File: src/u16u8_pkg.sv
// Shared types and byte encoding for the UTF-16 to UTF-8 transcoder.
`default_nettype none
package u16u8_pkg;

  typedef struct packed {
    logic [20:0] code_point;
    logic [1:0]  last_idx;
  } job_t;

  localparam int QueueDepth = 2;

  function automatic logic [7:0] encode_byte(input logic [20:0] cp,
                                             input logic [1:0]  last_idx,
                                             input logic [1:0]  idx);
    logic [7:0] b;
    logic [1:0] sel;
    b   = 8'h00;
    sel = last_idx - idx;
    if (idx == 2'd0) begin
      unique case (last_idx)
        2'd0: b = {1'b0, cp[6:0]};
        2'd1: b = {3'b110, cp[10:6]};
        2'd2: b = {4'b1110, cp[15:12]};
        2'd3: b = {5'b11110, cp[20:18]};
        default: b = 8'h00;
      endcase
    end else begin
      unique case (sel)
        2'd0: b = {2'b10, cp[5:0]};
        2'd1: b = {2'b10, cp[11:6]};
        2'd2: b = {2'b10, cp[17:12]};
        default: b = 8'h00;
      endcase
    end
    return b;
  endfunction

endpackage
`default_nettype wire

File: src/utf16_to_utf8_surrogate_filter_top.sv
// Top level of the UTF-16 to UTF-8 transcoder with surrogate filtering.
// Input side is a queue write port: a code unit and its string_end flag are
// taken on a clock edge with push high and full low. Output side is a queue
// read port: while empty is low, utf8_byte and run_last show the oldest byte,
// and it is consumed on an edge with pop high. run_last marks the final byte
// produced by one input unit. A high surrogate is held until the next unit;
// a following low surrogate yields four bytes, anything else drops it. Lone
// low surrogates and a high surrogate on the final unit produce nothing.
// The front end classifies a unit in the cycle it is accepted and writes a
// job into a two-entry queue; the back end takes each job into a current-job
// register and, while it holds a job and the output register is empty or
// popped, emits one byte per cycle. A unit yields one to three bytes and a
// surrogate pair four bytes over its two units; the serializer sets the pace.
// Reset (rst, synchronous) empties the queue, the output register and any
// held surrogate. When pop stays low the output register holds, the queue
// fills, and full rises to stall the sender.
`default_nettype none
module utf16_to_utf8_surrogate_filter_top (
  input  wire logic        clk,
  input  wire logic        rst,
  input  wire logic        push,
  output logic             full,
  input  wire logic [15:0] code_unit,
  input  wire logic        string_end,
  output logic             empty,
  input  wire logic        pop,
  output logic [7:0]       utf8_byte,
  output logic             run_last
);

  u16u8_pkg::job_t wr_job;
  u16u8_pkg::job_t rd_job;
  logic            job_push;
  logic            job_full;
  logic            job_pop;
  logic            job_empty;

  u16u8_front u_front (
    .clk        (clk),
    .rst        (rst),
    .push       (push),
    .full       (full),
    .code_unit  (code_unit),
    .string_end (string_end),
    .job_push   (job_push),
    .job        (wr_job),
    .job_full   (job_full)
  );

  u16u8_queue u_queue (
    .clk    (clk),
    .rst    (rst),
    .wr_en  (job_push),
    .wr_job (wr_job),
    .full   (job_full),
    .rd_en  (job_pop),
    .rd_job (rd_job),
    .empty  (job_empty)
  );

  u16u8_back u_back (
    .clk       (clk),
    .rst       (rst),
    .job       (rd_job),
    .job_empty (job_empty),
    .job_pop   (job_pop),
    .empty     (empty),
    .pop       (pop),
    .utf8_byte (utf8_byte),
    .run_last  (run_last)
  );

endmodule
`default_nettype wire

File: src/u16u8_front.sv
// Front end: accepts code units, pairs surrogates and builds encode jobs.
`default_nettype none
module u16u8_front (
  input  wire logic               clk,
  input  wire logic               rst,
  input  wire logic               push,
  output logic                    full,
  input  wire logic [15:0]        code_unit,
  input  wire logic               string_end,
  output logic                    job_push,
  output u16u8_pkg::job_t         job,
  input  wire logic               job_full
);

  logic       pending_valid;
  logic [9:0] pending_high_bits;
  logic       accept;
  logic       is_high;
  logic       is_low;
  logic       pair;

  assign full    = job_full;
  assign accept  = push && !job_full;
  assign is_high = code_unit[15:10] == 6'b110110;
  assign is_low  = code_unit[15:10] == 6'b110111;
  assign pair    = pending_valid && is_low;

  assign job_push = accept && (pair || (!is_high && !is_low));

  always_comb begin
    job.code_point = {5'd0, code_unit};
    job.last_idx   = 2'd2;
    if (pair) begin
      job.code_point = 21'h10000 + {1'b0, pending_high_bits, code_unit[9:0]};
      job.last_idx   = 2'd3;
    end else if (code_unit[15:7] == 9'd0) begin
      job.last_idx = 2'd0;
    end else if (code_unit[15:11] == 5'd0) begin
      job.last_idx = 2'd1;
    end
  end

  always_ff @(posedge clk) begin
    if (rst) begin
      pending_valid     <= 1'b0;
      pending_high_bits <= 10'd0;
    end else if (accept) begin
      pending_valid     <= is_high && !string_end;
      pending_high_bits <= code_unit[9:0];
    end
  end

endmodule
`default_nettype wire

File: src/u16u8_queue.sv
// Two-entry job queue between the front end and the byte serializer.
`default_nettype none
module u16u8_queue (
  input  wire logic       clk,
  input  wire logic       rst,
  input  wire logic       wr_en,
  input  wire u16u8_pkg::job_t wr_job,
  output logic            full,
  input  wire logic       rd_en,
  output u16u8_pkg::job_t rd_job,
  output logic            empty
);

  u16u8_pkg::job_t mem [u16u8_pkg::QueueDepth];
  logic       wr_ptr;
  logic       rd_ptr;
  logic [1:0] count;
  logic       do_wr;
  logic       do_rd;

  assign full   = count == 2'(u16u8_pkg::QueueDepth);
  assign empty  = count == 2'd0;
  assign do_wr  = wr_en && !full;
  assign do_rd  = rd_en && !empty;
  assign rd_job = mem[rd_ptr];

  always_ff @(posedge clk) begin
    if (do_wr) begin
      mem[wr_ptr] <= wr_job;
    end
  end

  always_ff @(posedge clk) begin
    if (rst) begin
      wr_ptr <= 1'b0;
      rd_ptr <= 1'b0;
      count  <= 2'd0;
    end else begin
      if (do_wr) begin
        wr_ptr <= !wr_ptr;
      end
      if (do_rd) begin
        rd_ptr <= !rd_ptr;
      end
      count <= count + 2'(do_wr) - 2'(do_rd);
    end
  end

endmodule
`default_nettype wire

File: src/u16u8_back.sv
// Back end: serializes each job into UTF-8 bytes through an output register.
`default_nettype none
module u16u8_back (
  input  wire logic       clk,
  input  wire logic       rst,
  input  wire u16u8_pkg::job_t job,
  input  wire logic       job_empty,
  output logic            job_pop,
  output logic            empty,
  input  wire logic       pop,
  output logic [7:0]      utf8_byte,
  output logic            run_last
);

  logic            cur_valid;
  u16u8_pkg::job_t cur;
  logic [1:0]      idx;
  logic            out_valid;
  logic            load_out;
  logic            emit;
  logic            done;

  assign empty    = !out_valid;
  assign load_out = !out_valid || pop;
  assign emit     = load_out && cur_valid;
  assign done     = emit && (idx == cur.last_idx);
  assign job_pop  = !job_empty && (!cur_valid || done);

  always_ff @(posedge clk) begin
    if (job_pop) begin
      cur <= job;
    end
    if (emit) begin
      utf8_byte <= u16u8_pkg::encode_byte(cur.code_point, cur.last_idx, idx);
      run_last  <= idx == cur.last_idx;
    end
  end

  always_ff @(posedge clk) begin
    if (rst) begin
      cur_valid <= 1'b0;
      idx       <= 2'd0;
      out_valid <= 1'b0;
    end else begin
      if (job_pop) begin
        cur_valid <= 1'b1;
        idx       <= 2'd0;
      end else if (done) begin
        cur_valid <= 1'b0;
        idx       <= 2'd0;
      end else if (emit) begin
        idx <= idx + 2'd1;
      end
      if (emit) begin
        out_valid <= 1'b1;
      end else if (pop) begin
        out_valid <= 1'b0;
      end
    end
  end

endmodule
`default_nettype wire
File: config.mk
export PLATFORM = sky130hd
export DESIGN_NAME = utf16_to_utf8_surrogate_filter_top
export DESIGN_NICKNAME = d
export VERILOG_FILES = /design/src/u16u8_pkg.sv /design/src/utf16_to_utf8_surrogate_filter_top.sv /design/src/u16u8_front.sv /design/src/u16u8_queue.sv /design/src/u16u8_back.sv
export SDC_FILE = /design/constraint.sdc
export NUM_CORES = 1
export LEC_CHECK = 0
export ABC_AREA = 0
export BUFFER_PORTS_ARGS = -buffer_cell sky130_fd_sc_hd__buf_2
export CAP_MARGIN = 20
export CORE_MARGIN = 3
export CORE_UTILIZATION = 36
export DETAILED_ROUTE_END_ITERATION = 10
export PLACE_DENSITY = 0.48
export SETUP_SLACK_MARGIN = 0.15
export SLEW_MARGIN = 25
export SYNTH_ARGS = -nofsm -noshare
export SYNTH_HDL_FRONTEND = slang
export SYNTH_SLANG_ARGS = --single-unit
File: constraint.sdc
create_clock -name clk -period 11.1 [get_ports clk]
set_input_delay 3.33 -clock clk [delete_from_list [all_inputs] [get_ports clk]]
set_output_delay 3.33 -clock clk [all_outputs]
set_load 0.05 [all_outputs]
### Word level (Yosys, flattened, before mapping)

Memories as Yosys holds them, arrays and structs flattened. A register that Yosys moved wholly into a read port is not among the register bits.
Cells that the tools add are included.

* input port bits: 21
* memory bits (writable): 46
* word-level logic and storage cells: 69
* memories: 1
* register bits: 28
* output and inout bits: 11

* add/subtract/negate cells: 5
* eq/ne operators: 9
* multiplexer cells: 13
* reductions and logical operators: 31

Memories
* u_queue.mem: words 2, bits a word 23, rd ports 1, clocked after Yosys merged registers in 1, wr ports 1, RTL line u16u8_queue.sv:14 `u16u8_pkg::job_t mem [u16u8_pkg::QueueDepth];`

Operators by type and width (count)
* 8-bit case mux with 4 select lines: 1
* 8-bit case mux with 3 select lines: 1
* 17-bit by 20-bit adder with 21-bit output, first input constant: 1
* 21-bit two-way mux: 1
* 6-bit equality test, second input constant: 2
* 1-bit logical AND: 10
* 1-bit zero test: 9
* 9-bit zero test: 1
* 2-bit equality test, second input constant: 4
* 2-bit zero test: 4
* 8-bit two-way mux: 1
* 1-bit two-way mux: 6
* 2-bit two-way mux: 3
* 5-bit zero test: 1
* 2-bit by 1-bit equality test with 1-bit output, second input constant: 2
* 2-bit nonzero test: 2
* 1-bit logical OR: 3
* 3-bit OR reduction: 1
* 2-bit by 1-bit adder with 2-bit output: 1
* 2-bit by 1-bit adder with 2-bit output, second input constant: 1
* 2-bit equality test: 1
* 2-bit by 1-bit subtractor with 2-bit output: 1
* 2-bit subtractor: 1

### Longest topological paths before layout

* depth in word-level cells: 8
* depth in mapped cells: 11
* mapped depth without buffers: 10

### By module

A second synthesis with hierarchy kept.

* cells, all modules: 296
* area total of the unflattened synthesis: 4124.0 sq um

By module, submodules not included
* u16u8_queue: instances 1, area each 1884.3 sq um, cells each 98
* u16u8_back: instances 1, area each 1565.3 sq um, cells each 104
* u16u8_front: instances 1, area each 674.4 sq um, cells each 94

### Worst setup path before layout

No wires, ideal clock.

* path type: input -> register
* start point: in pop
* end point: reg u_queue.count[1]
* arrival time: 6.207 ns
* data required time: 10.972 ns
* cell stages on the path: 9
* path buffers: 0
* setup time: 0.128 ns
* path slack: 4.765 ns
* cells stage by stage: nand2b_1 > a21boi_0 > nor3_1 > ha_1 > inv_1 > ha_1 > xor2_1 > xnor2_1 > nor2_1

* word-level cells in the longest chain between the ends: 7

RTL lines
* start: declaration: RTL line utf16_to_utf8_surrogate_filter_top.sv:26 `input wire logic pop,`
* 1-bit logical OR: RTL line u16u8_back.sv:24 `assign load_out = !out_valid || pop;`
* 1-bit logical AND: RTL line u16u8_back.sv:25 `assign emit = load_out && cur_valid;`
* 1-bit logical AND: RTL line u16u8_back.sv:26 `assign done = emit && (idx == cur.last_idx);`
* 1-bit logical OR: RTL line u16u8_back.sv:27 `assign job_pop = !job_empty && (!cur_valid || done);`
* 1-bit logical AND: RTL line u16u8_back.sv:27
* net job_pop: RTL line utf16_to_utf8_surrogate_filter_top.sv:35 `logic job_pop;`
* 1-bit logical AND: RTL line u16u8_queue.sv:24 `assign do_rd = rd_en && !empty;`
* 2-bit by 1-bit subtractor with 2-bit output: RTL line u16u8_queue.sv:45 `count <= count + 2'(do_wr) - 2'(do_rd);`
* end signal: assignment: RTL line u16u8_queue.sv:45
* end: declaration: RTL line u16u8_queue.sv:17 `logic [1:0] count;`

The timed path passes the listed nets, and every way through them passes these cells.
A chain may end at the register's enable or synchronous reset.

### Worst setup path in the final report

Ends and elaborated chain as after synthesis.

==> metrics <==
EDFF count, synth=78; H-tree depth=3; minimum clock period=4.93 ns; Final Skew=0.0105 ns; Yosys reg bits=97; all-layer global routing usage=0.121; worst rel slew slack=0.586; setup TNS=0 ns; pwr dens=255 nW/um^2; syn avg cell area=roughly 14 um^2; global route overflow=0; Core Util, Final=0.422; sequential fraction of the synthesis area=0.680; post-synthesis xor/xnor area fraction=0.0172; clock network latency to the later pin of the worst-skew pair=0.35 ns; Hold Path Class=flip-flop to flip-flop; # setup viols final=0; IO Pins=32; CTS tree=done; crit-path max FO=24; FMAX=203 MHz; Root Driver=clkbuf_8; share of post-route cells with drive strength above 1=0.251; Ys Warns=0; Chip Height=111 um; Adder-Cell Fraction of Synth Area=0.0156; post-cts hold buffer count=0; via/cell ratio=roughly 4.9; slowest CP cell=a21boi_0; 1st-iter DRT viols=105; post-DP HPWL=4.95 mm; mapped cell area=4000 um^2; Peak VDD IR=around 0.14 mV; CP Capture Type=flip-flop; WL final=7.06 mm; CP Data Required Time=about 11 ns; # DRC=0; ys async rst share=0; max incr delay on CP=0.39 ns; final std cell area, no fill=4450 um^2; max-slew violations=0; die area=about 12000 um^2; CTS Buf Count=9; Maximum Capacitance Violations=0; Critical Path AT=5.16 ns; post-synthesis compound-gate area fraction=0.0644; WL per Instance=15.5 um; Sink Count=97; initial antenna violation count=0; worst hold slack=~0.46 ns; Main synth FF type=edfxtp_1; Area Growth Syn to Fin=11.2%; nets@finish=340; Post-CTS Setup Bufs=0; number of placement rows=37; worst slack at placement=5.82 ns; initial core utilization=0.379; largest net degree at the start of global routing=26; Vias=2234; most frequent cells in the layout=edfxtp_1, nand2_1, buf_2, mux2_2; GPL Wtd Cong=~0.75; CP Cell Sequence=buf_2, nand2b_1, a21boi_0, nor3_2, buf_4, ha_1, inv_1, ha_1, xor2_1, xnor2_1, nor2_1; maximum clock path buffer count=2; # resized after CTS=0; main combinational cell family by area after synthesis=multiplexers; commonest non-fill, non-tap cell in the layout=edfxtp_1; Initial DRT Pass Iterations=4; startpoint types=input port; Worst Max-Slew Pin Slew=0.621 ns; Leak=1.57 nW; worst setup path class=input port to flip-flop; Syn Nets=slightly above 300; Synth Area in Simple Gates=0.0834; Finished Layout Cells=455; width of the die=111 um; post-route ant nets=0; Hold Vio Cnt, Final=0; clk slew on worst S/H paths=0.08 ns; power after layout=between 1 and 1.5 mW; first-pass GRT wire length=approximately 12 mm; vias in the first global route=2129; dpl cell area=roughly 4300 um^2; Yosys cell types=38; placed insts=439; cell repeated most along the worst path=ha_1; fin worst setup slack=6.17 ns; multiplexer share of the synthesized area=0.113; PortBufs=31; status=complete, no violations; fin crit share=0.444; RSZ-0062 raised after global routing=false; core outline area=10600 um^2; n_diodes=0; Cells after Synth=282
==> worst max-delay path: cells and delay by family <==
family,cells,cell delay [ns]
fa+ha+maj,2,0.47
compound gates,1,0.39
xor+xnor,2,0.32
simple gates,3,0.25
buf+inv,3,0.39
==> kinds of logic (layout without fill, tap and decap cells) <==
group,after synthesis,after routing
XOR/XNOR,6,6
AO/OA/AOI/OAI,39,39
buffers and inverters,23,60
multiplexers,37,37
adder cells (fa/ha/maj),5,5
flip-flops,97,97
AND/OR/NAND/NOR,75,75
==> cell type report <==
type | count | area [um^2]
sequential | 97 | 2720
clock inverter | 7 | 37.5
timing repair buffer | 33 | 170
multi-input combinational | 162 | 1180
fill | 1005 | 6100
tap | 136 | 170
inverter | 11 | 41.3
clock buffer | 9 | 124
==> sequential cells by signal, summed over array words and instances, names as in the netlist, 2 cells and up <==
name,flops
u_front.pending_high_bits,10
u_back.cur,23
u_queue.mem,46
u_queue.count,2
u_back.idx,2
u_back.utf8_byte,8
==> where the power goes <==
| group | switching (mW) | internal, mW | leakage (nW) |
|---|---|---|---|
| sequential | 0.0601 | 0.519 | 0.879 |
| clock | 0.115 | 0.0788 | 0.0815 |
| combinational | 0.216 | 0.147 | 0.612 |
==> worst paths after layout <==
| kind | to | depth (start not counted) | slack (ns) | start |
|---|---|---|---|---|
| setup / recovery | u_queue.count[1] | 11 | 6.17 | pop |
| setup reg to reg | u_queue.count[1] | 11 | 7.99 | u_back.cur[0] |
| hold / removal | u_front.pending_high_bits[4] | 2 | 0.46 | u_front.pending_high_bits[4] |
| hold reg to reg | u_front.pending_high_bits[4] | 2 | 0.46 | u_front.pending_high_bits[4] |
==> synth_stat cells (2+ instances only) <==
cell / n / share of area
nor2_1: 19 / 0.018
xnor2_1: 3 / 0.0066
o21ai_0: 3 / 0.0037
a31oi_1: 2 / 0.0031
nand3_1: 7 / 0.0087
buf_2: 3 / 0.0037
nand2b_1: 2 / 0.0031
mux2_2: 27 / 0.076
or4_1: 2 / 0.0037
a21oi_1: 19 / 0.024
dfxtp_1: 19 / 0.095
edfxtp_1: 78 / 0.59
inv_1: 11 / 0.010
clkbuf_1: 7 / 0.0066
mux4_1: 3 / 0.020
and2_1: 2 / 0.0031
o311ai_1: 2 / 0.0044
o21a_1: 2 / 0.0037
nor3_1: 2 / 0.0025
buf_6: 2 / 0.0056
ha_1: 5 / 0.016
a311oi_1: 3 / 0.0066
nand2_1: 32 / 0.030
xor2_1: 2 / 0.0044
nor2b_1: 6 / 0.0094
mux2i_1: 7 / 0.018
==> routing by layer <==
layer  vias up  global-route usage  wire (um)  part of all wire
met4         0              0.0584        136             0.019
met5         -                   0          0                 0
li1       1104                   -          -                 -
met2        46               0.174       3080              0.44
met1      1073               0.175       3600              0.51
met3        11              0.0228        246             0.035
Power figures use the tool's default switching activity.
